==> config.mk <==
export PLATFORM = sky130hd
export DESIGN_NAME = sphk_front
export DESIGN_NICKNAME = d
export VERILOG_FILES = /design/src/sv/sphk_pkg.sv /design/src/sv/sphk_front.sv
export SDC_FILE = /design/constraint.sdc
export NUM_CORES = 2
export LEC_CHECK = 0
export BUFFER_PORTS_ARGS = -buffer_cell sky130_fd_sc_hd__buf_2
export CAP_MARGIN = 5
export CORE_ASPECT_RATIO = 0.8
export CORE_MARGIN = 8
export CORE_UTILIZATION = 25
export CTS_BUF_LIST = sky130_fd_sc_hd__clkbuf_4 sky130_fd_sc_hd__clkbuf_8 sky130_fd_sc_hd__clkbuf_16
export DETAILED_ROUTE_END_ITERATION = 10
export GPL_ROUTABILITY_DRIVEN = 0
export PLACE_DENSITY = 0.42
export SYNTH_ARGS = -nofsm -noshare
export SYNTH_HDL_FRONTEND = slang
export SYNTH_SLANG_ARGS = --single-unit
==> constraint.sdc <==
create_clock -name clk_i -period 20.7 [get_ports clk_i]
set_input_delay 1.035 -clock clk_i [delete_from_list [all_inputs] [get_ports clk_i]]
set_output_delay 1.035 -clock clk_i [all_outputs]
set_load 0.01 [all_outputs]
==> src/sv/sphk_pkg.sv <==
// shared types and constants for the sph kernel weighted average block
package sphk_pkg;

  localparam int unsigned ValueWidthDef = 32;
  localparam int unsigned QueueDepth    = 2;
  localparam logic [23:0] RadiusReset   = 24'd65536;

  // one neighbour after weighting, handed from front to back
  typedef struct packed {
    logic [31:0] vx;
    logic [31:0] vy;
    logic [31:0] vz;
    logic [16:0] w;
    logic        last;
  } entry_t;

endpackage

==> src/sv/sphk_front.sv <==
// front part: takes neighbours, divides distance by radius, computes the spline weight
module sphk_front
  import sphk_pkg::*;
(
  input  logic        clk_i,
  input  logic        rst_ni,
  input  logic [23:0] radius_i,
  input  logic        in_valid_i,
  output logic        in_stall_o,
  input  logic [31:0] value_x_i,
  input  logic [31:0] value_y_i,
  input  logic [31:0] value_z_i,
  input  logic [23:0] distance_i,
  input  logic        has_neighbour_i,
  input  logic        last_neighbour_i,
  output logic        push_o,
  output entry_t      push_data_o,
  input  logic        full_i
);

  typedef enum logic [4:0] {
    F_IDLE = 5'b00001,
    F_DIV  = 5'b00010,
    F_SQR  = 5'b00100,
    F_CUBE = 5'b01000,
    F_PUSH = 5'b10000
  } fstate_e;

  fstate_e     state_q, state_d;
  logic [31:0] vx_q, vy_q, vz_q;
  logic        last_q;
  logic [23:0] d_q, h_q;
  logic [23:0] rem_q, rem_d;
  logic [17:0] quo_q, quo_d;
  logic [4:0]  cnt_q, cnt_d;
  logic        zero_q, zero_d;
  logic        near_q, near_d;
  logic [16:0] a_q, a_d;
  logic [33:0] sq_q, sq_d;
  logic [50:0] cube_q, cube_d;

  logic        accept;
  logic        dbit;
  logic [24:0] trial;
  logic [17:0] far_t;
  logic [52:0] num;
  logic [52:0] rnd;

  assign accept     = in_valid_i && (state_q == F_IDLE);
  assign in_stall_o = (state_q != F_IDLE);

  // next dividend bit: two distance bits, then the zeros of the shift
  assign dbit  = (cnt_q == 5'd17) ? d_q[1] : ((cnt_q == 5'd16) ? d_q[0] : 1'b0);
  assign trial = {rem_q, dbit};
  assign far_t = 18'd131072 - quo_q;

  // weight in q.50, then rounded to q.16
  always_comb begin
    if (near_q) begin
      num = 53'd1 << 50;
      num = num + 53'(3 * 53'(cube_q)) - (53'(6 * 53'(sq_q)) << 16);
    end else begin
      num = 53'(cube_q);
    end
    rnd = num + (53'd1 << 33);
  end

  always_comb begin
    state_d = state_q;
    rem_d   = rem_q;
    quo_d   = quo_q;
    cnt_d   = cnt_q;
    zero_d  = zero_q;
    near_d  = near_q;
    a_d     = a_q;
    sq_d    = sq_q;
    cube_d  = cube_q;
    case (state_q)
      F_IDLE: begin
        if (accept) begin
          zero_d = !has_neighbour_i || (radius_i == 24'd0) ||
                   ({2'b00, distance_i} >= {radius_i, 2'b00});
          rem_d  = {2'b00, distance_i[23:2]};
          quo_d  = '0;
          cnt_d  = 5'd17;
          state_d = zero_d ? F_PUSH : F_DIV;
        end
      end
      F_DIV: begin
        if (trial >= {1'b0, h_q}) begin
          rem_d = 24'(trial - {1'b0, h_q});
          quo_d = {quo_q[16:0], 1'b1};
        end else begin
          rem_d = trial[23:0];
          quo_d = {quo_q[16:0], 1'b0};
        end
        cnt_d = cnt_q - 5'd1;
        if (cnt_q == 5'd0) state_d = F_SQR;
      end
      F_SQR: begin
        if (quo_q > 18'd131072) begin
          zero_d  = 1'b1;
          state_d = F_PUSH;
        end else begin
          near_d  = (quo_q <= 18'd65536);
          a_d     = near_d ? quo_q[16:0] : far_t[16:0];
          sq_d    = 34'(a_d) * 34'(a_d);
          state_d = F_CUBE;
        end
      end
      F_CUBE: begin
        cube_d  = 51'(sq_q) * 51'(a_q);
        state_d = F_PUSH;
      end
      F_PUSH: begin
        if (!full_i) state_d = F_IDLE;
      end
      default: state_d = F_IDLE;
    endcase
  end

  assign push_o         = (state_q == F_PUSH) && !full_i;
  assign push_data_o.vx = vx_q;
  assign push_data_o.vy = vy_q;
  assign push_data_o.vz = vz_q;
  assign push_data_o.w  = zero_q ? 17'd0 : rnd[50:34];
  assign push_data_o.last = last_q;

  // control state
  always_ff @(posedge clk_i or negedge rst_ni) begin
    if (!rst_ni) begin
      state_q <= F_IDLE;
    end else begin
      state_q <= state_d;
    end
  end

  // datapath registers
  always_ff @(posedge clk_i) begin
    if (accept) begin
      vx_q   <= value_x_i;
      vy_q   <= value_y_i;
      vz_q   <= value_z_i;
      last_q <= last_neighbour_i;
      d_q    <= distance_i;
      h_q    <= radius_i;
    end
    rem_q  <= rem_d;
    quo_q  <= quo_d;
    cnt_q  <= cnt_d;
    zero_q <= zero_d;
    near_q <= near_d;
    a_q    <= a_d;
    sq_q   <= sq_d;
    cube_q <= cube_d;
  end

endmodule

; Word level (Yosys, flattened, before mapping)
; Cells that the tools add are included.
[totals]
mem_bits_rw = 0
romBits = 0
wordCells = 78
ff_bits = 279
out_inout_bits = 116
memories = 0
latchBits = 0
in_bits = 150
[op_classes]
multipliers = 4
shifts = 0
order_cmp = 4
reduce_logical = 14
n_eq_ne = 12
mux = 22
bitwise_logic = 1
n_div = 0
n_addsub = 6
[ops]
columns = op, count
row1 = $add 51x34->51 const B, 1
row2 = $add 51x51->51 const A, 1
row3 = $mul 2x51->51 const A, 1
row4 = $mul 34x17->51, 1
row5 = $mux 51, 1
row6 = $sub 51x51->51, 1
row7 = $mux 24, 2
row8 = $pmux 24 s2, 1
row9 = $pmux 18 s2, 1
row10 = $mul 17x17->34, 1
row11 = $mul 2x34->34 const A, 1
row12 = $mux 17, 2
row13 = $mux 5, 6
row14 = $ge 24x26->1, 1
row15 = $ge 25x24->1, 1
row16 = $pmux 5 s5, 1
row17 = $logic_not 24->1, 1
row18 = $sub 24x24->24, 1
row19 = $gt 18x18->1 const B, 1
row20 = $le 18x17->1 const B, 1
row21 = $mux 18, 1
row22 = $sub 1x17->17 const A, 1
row23 = $eq 5x5->1 const B, 3
row24 = $pmux 5 s2, 1
row25 = 17 further kinds, 30

; Logic depth before layout (Yosys ltp)
[depth]
depth_word = 6
mapped_depth = 40

; Worst setup path before layout
; OpenSTA, ideal clock, no wires.
[synth_timing]
kind = register to register
startpoint = register quo_q[0]
endpoint = register sq_q[33], data pin
t_arrival_ps = 8797
stages_incl_launch_ff = 41
n_path_buf = 4
path_slack_ps = 11643
required_ps = 20440
path_cell_list = edfxtp_1 clkbuf_1 inv_1 clkbuf_1 ha_1 nand2_1 or3_1 or2_2 or3_1 or3_1 a21o_1 buf_2 nand2_1 xor2_1 inv_2 buf_2 nand2_1 inv_1 (+5 left out) fa_1 fa_1 inv_1 fa_1 inv_1 ha_1 a21o_1 a21oi_1 nand2_1 a21o_1 a21oi_1 o21ai_0 a21oi_1 o211ai_1 and3_1 nor3_1 o21bai_1 xnor2_1
[synth_via]
elab_chain_len = 3
elab_cells_between_ends = 4
cone_classes = add/sub (1) / mul (1) / order compare (1) / mux (1)
[synth_rtl]
columns = element, line_no
row1 = from (decl), sphk_front.sv:34  ; logic [17:0] quo_q, quo_d;
row2 = from (signal assigned), sphk_front.sv:149  ; quo_q <= quo_d;
row3 = $sub 1x17->17 or $le 18x17->1 (tied branches), "sphk_front.sv:55, sphk_front.sv:105"
row4 = $mux 17 (*), sphk_front.sv:106  ; a_d = near_d ? quo_q[16:0] : far_t[16:0];
row5 = $mul 17x17->34 (*), sphk_front.sv:107  ; sq_d = 34'(a_d) * 34'(a_d);
row6 = to (signal assigned), sphk_front.sv:154  ; sq_q <= sq_d;
row7 = to (decl), sphk_front.sv:39  ; logic [33:0] sq_q, sq_d;
; Mark *: on every way between the ends. The rest lies on a longest branch, timed or not.
; A chain may end at the register's enable or synchronous reset.

; Worst setup path after layout
; Ends and elaborated chain as after synthesis.

==> out/qor.yml <==
worstSetupPathType: "reg -> reg"
die_h_um: 386.7
drtIter0Drc: 1830
num_rows: 136
antenna_found_initial: 5
regArea_mm2: 0.008294
crit_path_start_kind: "register"
setup_tns_ps: 0
setup-violations-final: 0
cts_sinks: 277
cp-end-kind: "register"
clockBufferDepth: 3
holdWs_ps: 251.0
cts_resized: 0
drv_slew: 0
drive_above_1_share_pct: 9.261
nFillCells: 18410
place_hpwl_um: 100500
final.min_clock_period_ps: 10680
initial_core_util_pct: 25.09
tightestPinTransition_ps: 1077
r2r_cells: 36
netlist.area_leader.share_pct: 32.35
skew_ps: 36.55
syn_to_final_growth_pct: 12.58
crit_fanout: 15
min_path_type: "in -> async"
clkLatencyLatePin_ps: 600
postCtsHoldBufs: 0
dr.pass1.iters: 5
ant_nets: 0
rsz0062_at_grt: "false"
grt_overflow: 0
drc_errors: 0
grt_pass1_vias: 32710
final_cell_count_no_fill: 7084
grt_pass1_wl_um: 197700
htreeDepth: 2
nNetsFinal: 6047
drv_cap: 0
dieArea_mm2: 0.1854
cts_tree: "done"
routedWlPerCell_um: 17.83
synthArstFlopShare_pct: 1.805
cts_buffers: 36
wirelength_um: 126300
syn_inst: 4553
synth_seq_cells: 277
yosysTopAreaCell: "fa_1"
vias: 31270
track_usage_pct: 13.45
cpPeakStageDelay_ps: 690
portBuffers: 265
viasPerCell: 4.415
netlist_area_mm2: 0.04295
required_ps: 21030
pin_count: 266
post-cts-setup-buffers: 0
grt_max_degree: 79
syn_area_per_cell_um2: 9.433
ys_seq_area_share_pct: 19.31
worstPathArrival_ps: 11020
multi_input_area_mm2: 0.03032
dp.cells: 7016
status: "finished clean"
ys_warn_count: 0
fp.dieW_um: 479.4
synth-edff-count: 272
cp_slowest_cell: "xor2_1"
synth_cell_type_count: 80
finalHoldViolations: 0
yosys_most_used_dff: "edfxtp_1"
min_period_over_period_pct: 51.61
relSlewSlack_pct: 27.74
synthTopCellsByArea: "fa_1 (32%), edfxtp_1 (19%), ha_1 (12%)"
coreArea_mm2: 0.1712
clock-root-buffer: "clkbuf_16"
fmax_mhz: 93.60
clkTransAtPathRegs_ps: 70
[kinds of logic (layout without fill, tap and decap cells)]
family / Yosys count / in the layout / synth area share (%)
and+or+nand+nor: 1255 / 1255 / 13.42
buffers and inverters: 1157 / 1404 / 10.16
adders and majority gates: 1120 / 1120 / 44.76
DFF: 277 / 277 / 19.31
other: 2 / 9 / 0.01749
xor gates and xnor gates: 162 / 162 / 3.336
AOI/OAI and AO/OA: 556 / 556 / 8.414
muxes: 24 / 24 / 0.5768
[synthesized netlist by cell type (6+ instances only)]
cell	number
nand4_1	31
o21a_1	23
a211oi_1	19
nand2b_1	24
nor2b_1	26
or3_1	13
a21o_1	65
and3_1	14
inv_2	9
mux2i_1	21
a41oi_1	6
nor2_1	201
a31oi_1	21
ha_1	426
inv_1	999
o21ai_0	114
a211o_1	13
nor4_1	14
a21oi_1	169
o211ai_1	16
and2_1	184
nand3b_1	11
o21bai_1	24
a21boi_0	14
xor2_1	44
nor3_1	42
o2111ai_1	7
nand2_1	618
edfxtp_1	272
buf_2	10
or2_2	12
nand3_1	45
xnor2_1	117
fa_1	694
o31ai_1	10
clkbuf_1	135
[flip-flops by register name, indices dropped and copies added, names as in the netlist]
signal,count
vy_q,32
cnt_q,5
near_q,1
vz_q,32
cube_q,51
state_q,5
a_q,17
rem_q,24
sq_q,32
vx_q,32
last_q,1
d_q,2
quo_q,18
zero_q,1
h_q,24
[through the flow]
stage | area, µm² | utilization, % | setup WS [ps]
after floorplan | 42970 | - | 11640
after global placement | 47060 | 27.49 | 10250
after detailed placement | 47060 | 27.49 | 10090
after CTS | 48340 | 28.24 | 10050
after global routing | 48340 | 28.24 | 9362
final | 48350 | 28.24 | 10020
[cells in the final DEF (no fill, tap or decap), types with 19 or more instances in the layout]
master and count:
o21bai_1 24, xor2_1 44, mux2i_1 21, nand2b_1 24, nor2_1 201, a21o_1 65
nor2b_1 25, nor3_1 42, nand3_1 45, a211oi_1 19, and2_1 184, ha_1 426
buf_4 65, a31oi_1 21, fa_1 694, nand4_1 31, xnor2_1 117, o21ai_0 113
edfxtp_1 272, buf_2 265, a21oi_1 169, inv_1 998, nand2_1 617, o21a_1 23
clkbuf_16 36
[final timing paths]
check / from / endpoint / slack (ps)
hold reg to reg: cnt_q[4]$_SDFFCE_PN1P_ / cnt_q[4]$_SDFFCE_PN1P_ / 600
max in group asynchronous: rst_ni / state_q[0]$_DFFE_PN1P_ / 20240
hold / removal: rst_ni / state_q[1]$_DFFE_PN0P_ / 250
setup reg to reg: quo_q[0]$_SDFFCE_PN0P_ / sq_q[33]$_DFFE_PP_ / 10020
setup / recovery: quo_q[0]$_SDFFCE_PN0P_ / sq_q[33]$_DFFE_PP_ / 10020
min in group clk_i: cnt_q[4]$_SDFFCE_PN1P_ / cnt_q[4]$_SDFFCE_PN1P_ / 600
[metal layers]
| metal | global-route usage (%) | wire length, µm |
|---|---|---|
| met1 | 21.13 | 65670 |
| met2 | 19.85 | 53390 |
| met3 | 1.689 | 5396 |
| met4 | 2.112 | 1872 |
| met5 | 0 | 0 |
[area by class of cell]
type | count | share of cell area, %
diodes | 2 | 0.01035
well taps | 2277 | 5.893
flip-flops and latches | 277 | 17.16
multi-input cells | 3124 | 62.71
repair buffers | 330 | 3.752
clock inverters | 26 | 0.6962
inverters | 1008 | 7.831
clock buffers | 40 | 1.951
[worst max-delay path, delay by kind of cell (launching register included)]
| kind | cells | cell delay (ps) |
|---|---|---|
| AO/OA/AOI/OAI | 9 | 2310 |
| buffers and inverters | 7 | 990 |
| AND/OR/NAND/NOR | 10 | 2270 |
| XOR/XNOR | 2 | 810 |
| adder cells (fa/ha/maj) | 8 | 3450 |
| flip-flops | 1 | 560 |
Power is left out: the tool's default activity adds up to more than one toggle a clock period on the data nets, which glitch-free logic cannot reach.
