`src/sv/sphk_pkg.sv`:
```
// shared types and constants for the sph kernel weighted average block
package sphk_pkg;

  localparam int unsigned ValueWidthDef = 32;
  localparam int unsigned QueueDepth    = 2;
  localparam logic [23:0] RadiusReset   = 24'd65536;

  // one neighbour after weighting, handed from front to back
  typedef struct packed {
    logic [31:0] vx;
    logic [31:0] vy;
    logic [31:0] vz;
    logic [16:0] w;
    logic        last;
  } entry_t;

endpackage

```
`src/sv/sphk_fifo.sv`:
```
// short queue between the front and back parts
module sphk_fifo
  import sphk_pkg::*;
#(
  parameter int unsigned Depth = QueueDepth
) (
  input  logic   clk_i,
  input  logic   rst_ni,
  input  logic   push_i,
  input  entry_t push_data_i,
  output logic   full_o,
  input  logic   pop_i,
  output entry_t pop_data_o,
  output logic   empty_o
);

  localparam int unsigned Aw = (Depth > 1) ? $clog2(Depth) : 1;

  entry_t        mem_q [Depth];
  logic [Aw-1:0] wptr_q, rptr_q;
  logic [Aw:0]   cnt_q;

  assign full_o     = (cnt_q == (Aw+1)'(Depth));
  assign empty_o    = (cnt_q == '0);
  assign pop_data_o = mem_q[rptr_q];

  // pointers and fill count
  always_ff @(posedge clk_i or negedge rst_ni) begin
    if (!rst_ni) begin
      wptr_q <= '0;
      rptr_q <= '0;
      cnt_q  <= '0;
    end else begin
      if (push_i) begin
        wptr_q <= (wptr_q == Aw'(Depth - 1)) ? '0 : wptr_q + Aw'(1);
      end
      if (pop_i) begin
        rptr_q <= (rptr_q == Aw'(Depth - 1)) ? '0 : rptr_q + Aw'(1);
      end
      if (push_i && !pop_i) begin
        cnt_q <= cnt_q + (Aw+1)'(1);
      end else if (!push_i && pop_i) begin
        cnt_q <= cnt_q - (Aw+1)'(1);
      end
    end
  end

  // storage
  always_ff @(posedge clk_i) begin
    if (push_i) mem_q[wptr_q] <= push_data_i;
  end

endmodule

```
`config.mk`:
```
export PLATFORM = sky130hd
export DESIGN_NAME = sphk_fifo
export DESIGN_NICKNAME = d
export VERILOG_FILES = /design/src/sv/sphk_pkg.sv /design/src/sv/sphk_fifo.sv
export SDC_FILE = /design/constraint.sdc
export NUM_CORES = 1
export LEC_CHECK = 0
export BUFFER_PORTS_ARGS = -buffer_cell sky130_fd_sc_hd__buf_2
export CAP_MARGIN = 0
export CORE_MARGIN = 4
export CORE_UTILIZATION = 50
export CTS_CLUSTER_SIZE = 10
export DETAILED_ROUTE_END_ITERATION = 10
export PLACE_DENSITY = 0.77
export SLEW_MARGIN = 30
export SYNTH_ARGS = -nofsm -noshare
export SYNTH_HDL_FRONTEND = slang
export SYNTH_SLANG_ARGS = --single-unit
```
`constraint.sdc`:
```
create_clock -name clk_i -period 12.7 [get_ports clk_i]
set_input_delay 1.27 -clock clk_i [delete_from_list [all_inputs] [get_ports clk_i]]
set_output_delay 1.27 -clock clk_i [all_outputs]
set_load 0.1 [all_outputs]
```
Word level (Yosys, flattened, before mapping)
Memories as Yosys holds them, arrays and structs flattened.
Index checks and enable logic that the tools add are counted.
- flip-flop bits (word level): 4
- bits in latches: 0
- bits in writable memories: 228
- bits in read-only memories: 0
- input port bits: 118
- output and inout port bits: 116
- word-level logic and storage cells: 21
- memories: 1
- add/sub/neg operators: 4
- multiply operators: 0
- div/mod/pow operators: 0
- order comparisons: 0
- eq/ne operators: 1
- shift operators: 0
- mux-type cells: 6
- bitwise gates (word level): 0
- reductions and logical operators: 6
- memory list (memory ; depth ; bits a word ; rd ports ; clocked after Yosys merged registers in ; write ports ; RTL line ; source):
    mem_q ; 2 ; 114 ; 1 ; 0 ; 1 ; sphk_fifo.sv:19 ; entry_t mem_q [Depth];
- operators by type and width (operator ; number):
    $mux 1 ; 4
    $mux 2 ; 2
    $add 1x1->1 const B ; 2
    $add 2x1->2 const B ; 1
    $eq 2x2->1 const B ; 1
    $logic_and 1x1->1 ; 2
    $logic_not 1->1 ; 2
    $logic_not 2->1 ; 1
    $reduce_bool 2->1 ; 1
    $sub 2x1->2 const B ; 1

Longest topological paths before layout
Gate-level depths: netlist (run 1).
- depth after elaboration: 4
- depth in mapped cells: 5
- depth with buffers taken out: 5

Worst setup path before layout (run 1)
Ideal clock, no wire load.
- kind: input -> register
- start: input push_i
- end: memory mem_q[0][0] (netlist bit) (enable)
- setup time: 0.602 ns
- arrival time: 6.220 ns
- data required time: 12.098 ns
- path slack: 5.878 ns
- stages: 1
- path buffers: 0
- path through: nor2b_1
- longest elaborated chain between the ends: 2
- ends and longest elaborated chain (item ; RTL line ; source):
    start: declaration ; sphk_fifo.sv:9 ; input logic push_i,
    $mux 1 ; sphk_fifo.sv:50 ; if (push_i) mem_q[wptr_q] <= push_data_i;
    $mux 1 (not written as such) ; sphk_fifo.sv:50 ;
    end: declaration ; sphk_fifo.sv:19 ;
Every way passes these cells.

==> metrics.txt, run 1 <==
WL/cell 18.53 um; final HPWL from detailed placement 10750 um; Skew-Pair Late Insertion Delay 0.50 ns; reg2reg start wptr_q$_DFFE_PN0P_; HP Start cnt_q[1]$_DFFE_PN0P_; Detailed Route WL 16010 um; fmax 0.2224 GHz; most frequent cell after synthesis edfxtp_1; first-pass GRT wire length 25070 um; Placement Rows 47; RSZ-0062 raised after global routing no; crit start category flop; drt pass-1 iters 6; final worst setup slack 8.204 ns; CTS tree done; synthesized flop and latch total 232; IO Count 234; number of synthesized flops with an enable pin 228; initial detailed-routing violation count 169; height of the die 139.3 um; worst-margin pin slew 0.9627 ns; syn nets 490; CP max stage delay 0.96 ns; number of remaining DRC errors 0; r2r endpoint mem_q[1][68]$_DFFE_PP_; layout cell share with drive strength beyond 1 0.5947; most frequent cells after synthesis edfxtp_1 (228), mux2_2 (64), mux2_4 (50); R2R Setup Slk 10.40 ns; initial antenna violation count 2; Total GRT Usage 0.1602; CTS clk-pin slew, worst paths 0.05 ns; Post-CTS Hold Fix Bufs 0; Synth area leader edfxtp_1; Port Buffers 233; Crit-path slowest cell dfrtp_4; vias in the first global route 4798; Max Clock Skew 0.007929 ns; fin crit period 4.496 ns; largest net degree at the start of global routing 68; Yosys warnings 0; chip width 139.3 um; Final Hold Vio Count 0; Hold EP cnt_q[1]$_DFFE_PN0P_; status finished, final reports clean; cell area after synthesis 8613 um^2; post-route ant nets 0; setup violators final 0; sequential-to-total area share from yosys stat 0.8065; FF-to-FF path depth 2; CTS Buf Count 27; Die ar. 19390 um^2; Worst Path Required 11.43 ns; Initial Utilization 0.5139; Layout area overhead 25.10%; cell family with most CP delay buffers and inverters; CP cell instances buf_4 -> mux2_2 -> buf_2; TNS Setup 0 ns; antenna fix cells 0; nets 743; Setup WS pre-CTS 8.739 ns; Post-synth ARST share 0.01724; CTS root buffer clkbuf_16; Cells after Synth 371; Rel. slew slack 0.3582; Synth area leaders edfxtp_1 (79%), mux2_4 (8.7%), mux2_2 (8.4%), dfrtp_1 (1.2%), buf_6 (0.92%); CP Capture Type output pin; Max-Cap Viols 0; post-CTS sizing 0; Final Util 0.6429; clock sinks 232; post-synth top area share 0.7949; Post-CTS Setup Inserts 0; GRT overflow 0; RD Place Congestion 0.7682; Top FF cell, synth edfxtp_1; Mean Syn Cell Area 23.22 um^2; Setup CP Type reg -> out; WP data arrival 3.23 ns; DR vias 4331; clk buf depth 3; CP bufs+invs 2; pins over their slew limit 0; detail-routed via count per cell 5.013; core box area 16760 um^2; worst-path maximum fanout 67; Tcrit/Tclk final 0.3540; Distinct cells, synth 13; H-tree Lvls 1; worst min-delay path class reg -> reg; Hold Path Cell Cnt 1
==> cells by family (layout without fill, tap and decap cells) <==
family,count (synthesis),in the layout,synth area share
XOR/XNOR,5,5,0.005084
adder cells (fa/ha/maj),1,1,0.001452
buffers and inverters,14,287,0.01307
flip-flops,232,232,0.8065
multiplexers,114,114,0.1708
AND/OR/NAND/NOR,5,5,0.003051
==> layer usage <==
layer | up-vias | wire, um | share of wire | track usage
li1 | 1976 | - | - | -
met1 | 2116 | 6061 | 0.38 | 0.1937
met2 | 201 | 7961 | 0.50 | 0.2725
met3 | 34 | 1604 | 0.10 | 0.05455
met4 | 4 | 360 | 0.022 | 0.05149
met5 | - | 21 | 0.0013 | 0
==> placed cells by master, fill, tap and decap left out <==
cell	Yosys	layout
and2_4	0	1
buf_2	6	233
buf_4	0	4
bufinv_16	0	1
clkbuf_1	0	20
clkbuf_16	0	27
clkinv_2	0	1
dfrtp_1	4	3
dfrtp_4	0	1
edfxtp_1	228	228
ha_1	1	1
inv_1	1	1
mux2_2	64	64
mux2_4	50	50
nor2_1	2	2
nor2b_1	2	1
nor2b_4	0	1
xnor2_1	1	1
xor2_1	4	4
==> registers in the layout, indices dropped and copies added (netlist names) <==
signal,count
wptr_q,1
mem_q,228
cnt_q,2
rptr_q,1
==> how the worst max path moves through the flow <==
stage	startpoint	endpoint	slack, ns	cells past startpoint
after floorplan	push_i	mem_q[0][0]$_DFFE_PP_	5.88	1
after global placement	rptr_q$_DFFE_PN0P_	pop_data_o[26]	8.75	3
after detailed placement	rptr_q$_DFFE_PN0P_	pop_data_o[26]	8.74	3
after CTS	rptr_q$_DFFE_PN0P_	pop_data_o[26]	8.18	3
after global routing	rptr_q$_DFFE_PN0P_	pop_data_o[10]	8.08	3
final	rptr_q$_DFFE_PN0P_	pop_data_o[88]	8.20	3
==> final cells by class <==
| class | count | area [um^2] |
|---|---|---|
| multi-input cells | 125 | 1564 |
| clock inverters | 2 | 35.03 |
| clock buffers | 47 | 750.7 |
| flip-flops and latches | 232 | 6950 |
| repair buffers | 237 | 1196 |
| inverters | 1 | 3.754 |
| well taps | 220 | 275.3 |
| fillers | 1198 | 5984 |
==> per-stage QoR <==
stage,cells,hold slack [ns],area [um^2]
detailed placement,815,0.4811,9990
CTS,864,0.4976,10780
finish,864,0.4983,10780
global placement,815,0.4735,9990
global route,864,0.5401,10780
floorplan,371,0.4555,8613
Power of run 1 is not shown: default switching activity piles up to over one toggle a cycle in this logic, so the estimate is an artifact.
==> run 2: changes to the inputs <==
--- a/config.mk
+++ b/config.mk
@@ -8,10 +8,10 @@
 export BUFFER_PORTS_ARGS = -buffer_cell sky130_fd_sc_hd__buf_2
 export CAP_MARGIN = 0
 export CORE_MARGIN = 4
-export CORE_UTILIZATION = 50
+export CORE_UTILIZATION = 47
 export CTS_CLUSTER_SIZE = 10
 export DETAILED_ROUTE_END_ITERATION = 10
-export PLACE_DENSITY = 0.77
+export PLACE_DENSITY = 0.76
 export SLEW_MARGIN = 30
 export SYNTH_ARGS = -nofsm -noshare
 export SYNTH_HDL_FRONTEND = slang
==> constraint.sdc (replaced) <==
create_clock -name clk_i -period 3.76 [get_ports clk_i]
set_input_delay 0.376 -clock clk_i [delete_from_list [all_inputs] [get_ports clk_i]]
set_output_delay 0.376 -clock clk_i [all_outputs]
set_load 0.1 [all_outputs]
==> run 2 against run 1 <==
Compared with the run above:
- setup slack got worse by 7.4 ns
- first-iteration DRC count rose by 6.5%
- clock skew up 0.016 ns
==> metrics.txt, run 2 (synthesis results as in run 1) <==
status finished, final reports clean; Rel. slew slack 0.5221 (+0.1639); R2R Setup Slk 1.87 ns (-8.53 ns); IO Count 234 (unchanged); Max-Cap Viols 0 (unchanged); layout cell share with drive strength beyond 1 0.6019 (+0.007160); WL/cell 18.64 um (+0.58%); RD Place Congestion 0.7559 (-1.6%); clk buf depth 3 (unchanged); Worst Path Required 3.38 ns (-8.05 ns); WP data arrival 2.60 ns (-0.63 ns); Finished Layout Cells 867 (+0.35%); largest net degree at the start of global routing 71 (+4.4%); Skew-Pair Late Insertion Delay 0.52 ns (+0.02 ns); initial antenna violation count 1 (-1); detail-routed via count per cell 4.971 (-0.83%); RSZ-0062 raised after global routing no; worst min-delay path class in -> reg; Port Buffers 233 (unchanged); Largest regs mem_q x228, cnt_q x2; post-route ant nets 0 (unchanged); pins over their slew limit 0 (unchanged); worst-margin pin slew 0.7169 ns (-0.2458 ns); Total GRT Usage 0.1514 (-0.008796); CTS clk-pin slew, worst paths 0.05 ns (about the same); Final Util 0.6008 (-0.04210); Cells after DPL 825 (+1.2%); worst-path maximum fanout 70 (+4.5%); chip width 143.4 um (+3.0%); initial detailed-routing violation count 180 (+6.5%); Die ar. 20560 um^2 (+6.0%); Setup CP Type reg -> out; vias in the first global route 4650 (-3.1%); CTS root buffer clkbuf_16; core box area 17960 um^2 (+7.2%); Detailed Route WL 16160 um (+0.92%); DR vias 4310 (-0.48%); first-pass GRT wire length 24290 um (-3.1%); drt pass-1 iters 6 (unchanged); Max Clock Skew 0.02363 ns (+0.01570 ns); Initial Utilization 0.4795 (-0.03444); Layout area overhead 25.31%; number of remaining DRC errors 0 (unchanged); fmax 0.3358 GHz; height of the die 143.4 um (+3.0%); Tcrit/Tclk final 0.7920; commonest non-fill, non-tap cell in the layout buf_2; crit start category flop; layout filler cell count 1318 (+10%); CP Capture Type output pin; Placement Rows 49 (+4.3%); CTS tree done; final HPWL from detailed placement 11080 um (+3.2%); Biggest register mem_q; setup violators final 0 (unchanged); clock sinks 232 (unchanged); GRT overflow 0 (unchanged); Final Hold Vio Count 0 (unchanged); CTS Buf Count 27 (unchanged); post-CTS sizing 0 (unchanged); commonest non-fill, non-tap cells in the layout buf_2 (233), edfxtp_1 (228), mux2_2 (64); TNS Setup 0 ns (unchanged); H-tree Lvls 1 (unchanged); nets 745 (+0.27%); antenna fix cells 0 (unchanged); fin crit period 2.978 ns; Largest register FFs 228 (unchanged)
[run 2: changes by cell type in the layout (fill, tap and decap cells not counted), sizes merged]
cell / before / now
dlygate4sd3: 0 / 1
bufinv: 1 / 0
inv: 1 / 2
clkbuf: 47 / 39
clkinv: 1 / 0
buf: 237 / 238
clkinvlp: 0 / 1
[run 2: routing by layer]
| layer | vias up | global-route usage | wire [um] |
|---|---|---|---|
| li1 | 1978 | - | - |
| met5 | - | 0 | 7 |
| met2 | 180 | 0.2616 | 8211 |
| met3 | 42 | 0.04626 | 1363 |
| met1 | 2108 | 0.1794 | 5989 |
| met4 | 2 | 0.05649 | 584 |
[run 2: final cells by class]
class / instances / area, um^2 / area share
multi-input cells: 125 / 1564 / 0.1449
flip-flops and latches: 232 / 6950 / 0.6440
repair buffers: 239 / 1251 / 0.1159
inverters: 1 / 3.754 / 0.0003478
clock inverters: 2 / 16.27 / 0.001507
well taps: 229 / 286.5 / 0.02655
clock buffers: 39 / 720.7 / 0.06677
[run 2: metrics by stage]
| stage | hold slack [ns] | setup WS, ns | instance area, um^2 |
|---|---|---|---|
| floorplan | 0.08041 | 0.2297 | 8621 |
| global placement | 0.1877 | 1.378 | 10050 |
| detailed placement | 0.1872 | 1.322 | 10050 |
| CTS | 0.01706 | 0.7511 | 10790 |
| global route | 0.01746 | 0.6762 | 10790 |
| finish | 0.04331 | 0.7822 | 10790 |
[run 2: what timing repair did]
item,CTS,global route
setup endpoints to repair,0,0
buffers inserted,0,0
hold buffers,1,0
hold endpoints to repair,4,0
[run 2: final timing paths]
check,from,endpoint,cells after the start
max in group asynchronous,rst_ni,rptr_q$_DFFE_PN0P_,2
worst max register to register,wptr_q$_DFFE_PN0P_,mem_q[0][52]$_DFFE_PP_,2
worst max-delay path,rptr_q$_DFFE_PN0P_,pop_data_o[28],3
worst min register to register,cnt_q[1]$_DFFE_PN0P_,cnt_q[1]$_DFFE_PN0P_,1
min in group asynchronous,rst_ni,cnt_q[1]$_DFFE_PN0P_,2
worst min-delay path,push_data_i[9],mem_q[0][9]$_DFFE_PP_,1
[run 2: worst max-delay path, stage by stage, from the launching register on]
cell and delay, ns:
dfrtp_4 0.84, buf_12 0.45, mux2_2 0.40, buf_2 0.30
Power of run 2 is left out for the same reason.
==> run 3: changes to the inputs <==
--- a/config.mk
+++ b/config.mk
@@ -5,6 +5,7 @@
 export SDC_FILE = /design/constraint.sdc
 export NUM_CORES = 1
 export LEC_CHECK = 0
+export ABC_AREA = 1
 export BUFFER_PORTS_ARGS = -buffer_cell sky130_fd_sc_hd__buf_2
 export CAP_MARGIN = 0
 export CORE_MARGIN = 4
==> constraint.sdc (replaced) <==
create_clock -name clk_i -period 2.5 [get_ports clk_i]
set_input_delay 0.25 -clock clk_i [delete_from_list [all_inputs] [get_ports clk_i]]
set_output_delay 0.25 -clock clk_i [all_outputs]
set_load 0.1 [all_outputs]
==> run 3 against run 2 <==
Compared with the run above:
- core utilization grew 8.5 points
- via count grew 13%
- clock skew shrank 0.010 ns
- die area grew 0.22%
- cell area grew 15%
- register-to-register slack lost 0.78 ns
- synthesized area grew 0.23%
- setup slack lost 0.64 ns
- sequential cell count is the same
- routed wire length grew 14%
- non-clock buffer count grew 119
- critical path type unchanged
- largest cell class unchanged
- highest routed layer is now met4
==> metrics.txt, run 3 <==
status finished, final reports clean; pins over their slew limit 0 (unchanged); commonest non-fill, non-tap cells in the layout edfxtp_1 (228), buf_2 (209), dlygate4sd3_1 (117); chip width 143.5 um (+0.11%); nets 873 (+17%); vias in the first global route 5329 (+15%); clock sinks 232 (unchanged); Largest register FFs 228 (unchanged); CTS root buffer clkbuf_16; DR vias 4864 (+13%); CP Capture Type output pin; Distinct cells, synth 14 (+1); IO Count 234 (unchanged); Max-Cap Viols 0 (unchanged); fin crit period 2.360 ns; CTS Buf Count 27 (unchanged); layout cell share with drive strength beyond 1 0.5125 (-0.08933); TNS Setup 0 ns (unchanged); Initial Utilization 0.4790 (-0.0005203); Setup CP Type reg -> out; number of synthesized flops with an enable pin 228 (unchanged); Post-CTS Setup Inserts 0 (unchanged); syn nets 499 (+1.8%); Max Clock Skew 0.01339 ns (-0.01024 ns); commonest non-fill, non-tap cell in the layout edfxtp_1; largest net degree at the start of global routing 86 (+21%); GRT overflow 0 (unchanged); Final Util 0.6861 (+0.08528); Mean Syn Cell Area 22.72 um^2 (-2.1%); worst-path maximum fanout 54 (-23%); H-tree Lvls 1 (unchanged); initial antenna violation count 1 (unchanged); RD Place Congestion 0.7068 (-6.5%); Skew-Pair Late Insertion Delay 0.51 ns (about the same); WHS 0.07923 ns (+0.03592 ns); Top FF cell, synth edfxtp_1; Cells after Synth 380 (+2.4%); drt pass-1 iters 4 (-2); Synth area leader edfxtp_1; initial detailed-routing violation count 191 (+6.1%); post-synth top area share 0.7930 (-0.001843); core box area 18020 um^2 (+0.34%); layout filler cell count 1152 (-13%); height of the die 143.5 um (+0.11%); Biggest register mem_q; worst min-delay path class in -> async; most frequent cells after synthesis edfxtp_1 (228), mux2_2 (64), mux2_4 (50); synthesized flop and latch total 232 (unchanged); Post-synth ARST share 0.01724 (unchanged); RSZ-0062 raised after global routing no; Final Cell Area 12370 um^2 (+15%); Total GRT Usage 0.1737 (+0.02223); clk buf depth 3 (unchanged); number of remaining DRC errors 0 (unchanged); Die ar. 20600 um^2 (+0.22%); Worst Path Required 2.25 ns (-1.13 ns); most frequent cell after synthesis edfxtp_1; Port Buffers 233 (unchanged); WP data arrival 2.11 ns (-0.49 ns); detail-routed via count per cell 4.923 (-0.97%); Layout area overhead 43.25%; sequential-to-total area share from yosys stat 0.8046 (-0.001870); setup violators final 0 (unchanged); Largest regs mem_q x228, cnt_q x2; Final Hold Vio Count 0 (unchanged); post-route ant nets 0 (unchanged); Detailed Route WL 18420 um (+14%); final HPWL from detailed placement 11320 um (+2.1%); fmax 0.4237 GHz; WL/cell 18.64 um (about the same); worst-margin pin slew 0.5247 ns (-0.1921 ns); crit start category flop; cell area after synthesis 8633 um^2 (+0.23%); first-pass GRT wire length 28090 um (+16%); Synth area leaders edfxtp_1 (79%), mux2_4 (8.7%), mux2_2 (8.3%), dfrtp_1 (1.2%), buf_6 (0.91%); Yosys warnings 0 (unchanged); CTS clk-pin slew, worst paths 0.05 ns (about the same); Placement Rows 49 (unchanged); Post-Place Cell Area 10470 um^2 (+4.2%); Tcrit/Tclk final 0.9440; CTS tree done; Rel. slew slack 0.6526 (+0.1305)
-- run 3: cell count changes after synthesis, moves of 2 or more --
cell / before / now
inv_1: 1 / 7
nand2_1: 0 / 5
nor2b_1: 2 / 0
xor2_1: 4 / 2
-- run 3: final cells by class --
class,instances,area [um^2],area share
diodes,2,5.005,0.0004047
inverters,7,30.03,0.002428
repair buffers,358,2808,0.2270
well taps,229,286.5,0.02317
flip-flops and latches,232,6950,0.5620
clock inverters,3,42.54,0.003440
clock buffers,29,683.2,0.05524
multi-input cells,128,1562,0.1263
-- run 3: worst paths after layout --
kind,startpoint,end,slack (ns),cells past startpoint
worst min register to register,cnt_q[1]$_DFFE_PN0P_,cnt_q[1]$_DFFE_PN0P_,0.52,2
worst max register to register,wptr_q$_DFFE_PN0P_,mem_q[0][82]$_DFFE_PP_,1.09,2
min in group clk_i,push_data_i[29],mem_q[0][29]$_DFFE_PP_,0.46,2
worst min-delay path,rst_ni,cnt_q[1]$_DFFE_PN0P_,0.08,2
max in group asynchronous,rst_ni,rptr_q$_DFFE_PN0P_,2.28,2
worst max-delay path,rptr_q$_DFFE_PN0P_,pop_data_o[7],0.14,3
-- run 3: worst max-delay path: stages (launching register included) --
cell and delay (ns):
dfrtp_4 0.55, buf_12 0.33, mux2_2 0.39, buf_2 0.30
-- run 3: metal layers --
metal	global-route usage	wire, um
met4	0.04856	365
met3	0.04160	1238
met1	0.2029	6984
met2	0.3195	9828
met5	0	0
-- run 3: cell families (layout without fill, tap and decap cells) --
family        after synthesis  after routing  share of synthesized area
xor+xnor                    3              3                   0.003044
simple gates               10             10                   0.004783
mux                       114            114                     0.1704
buf+inv                    20            397                    0.01565
flops                     232            232                     0.8046
other cells                 0              2                          0
fa+ha+maj                   1              1                   0.001449
-- run 3: repair_timing --
action / CTS / global route
resized for setup: 0 / 0
endpoints found under the hold margin: 234 / 0
hold buffers: 117 / 0
-- run 3: through the flow --
stage | cells | setup slack, ns
final | 988 | 0.1399
after detailed placement | 837 | 0.6595
after global routing | 987 | 0.05177
after floorplan | 380 | -0.06305
after global placement | 837 | 0.6694
after CTS | 986 | 0.09932
Power of run 3 is left out for the same reason.
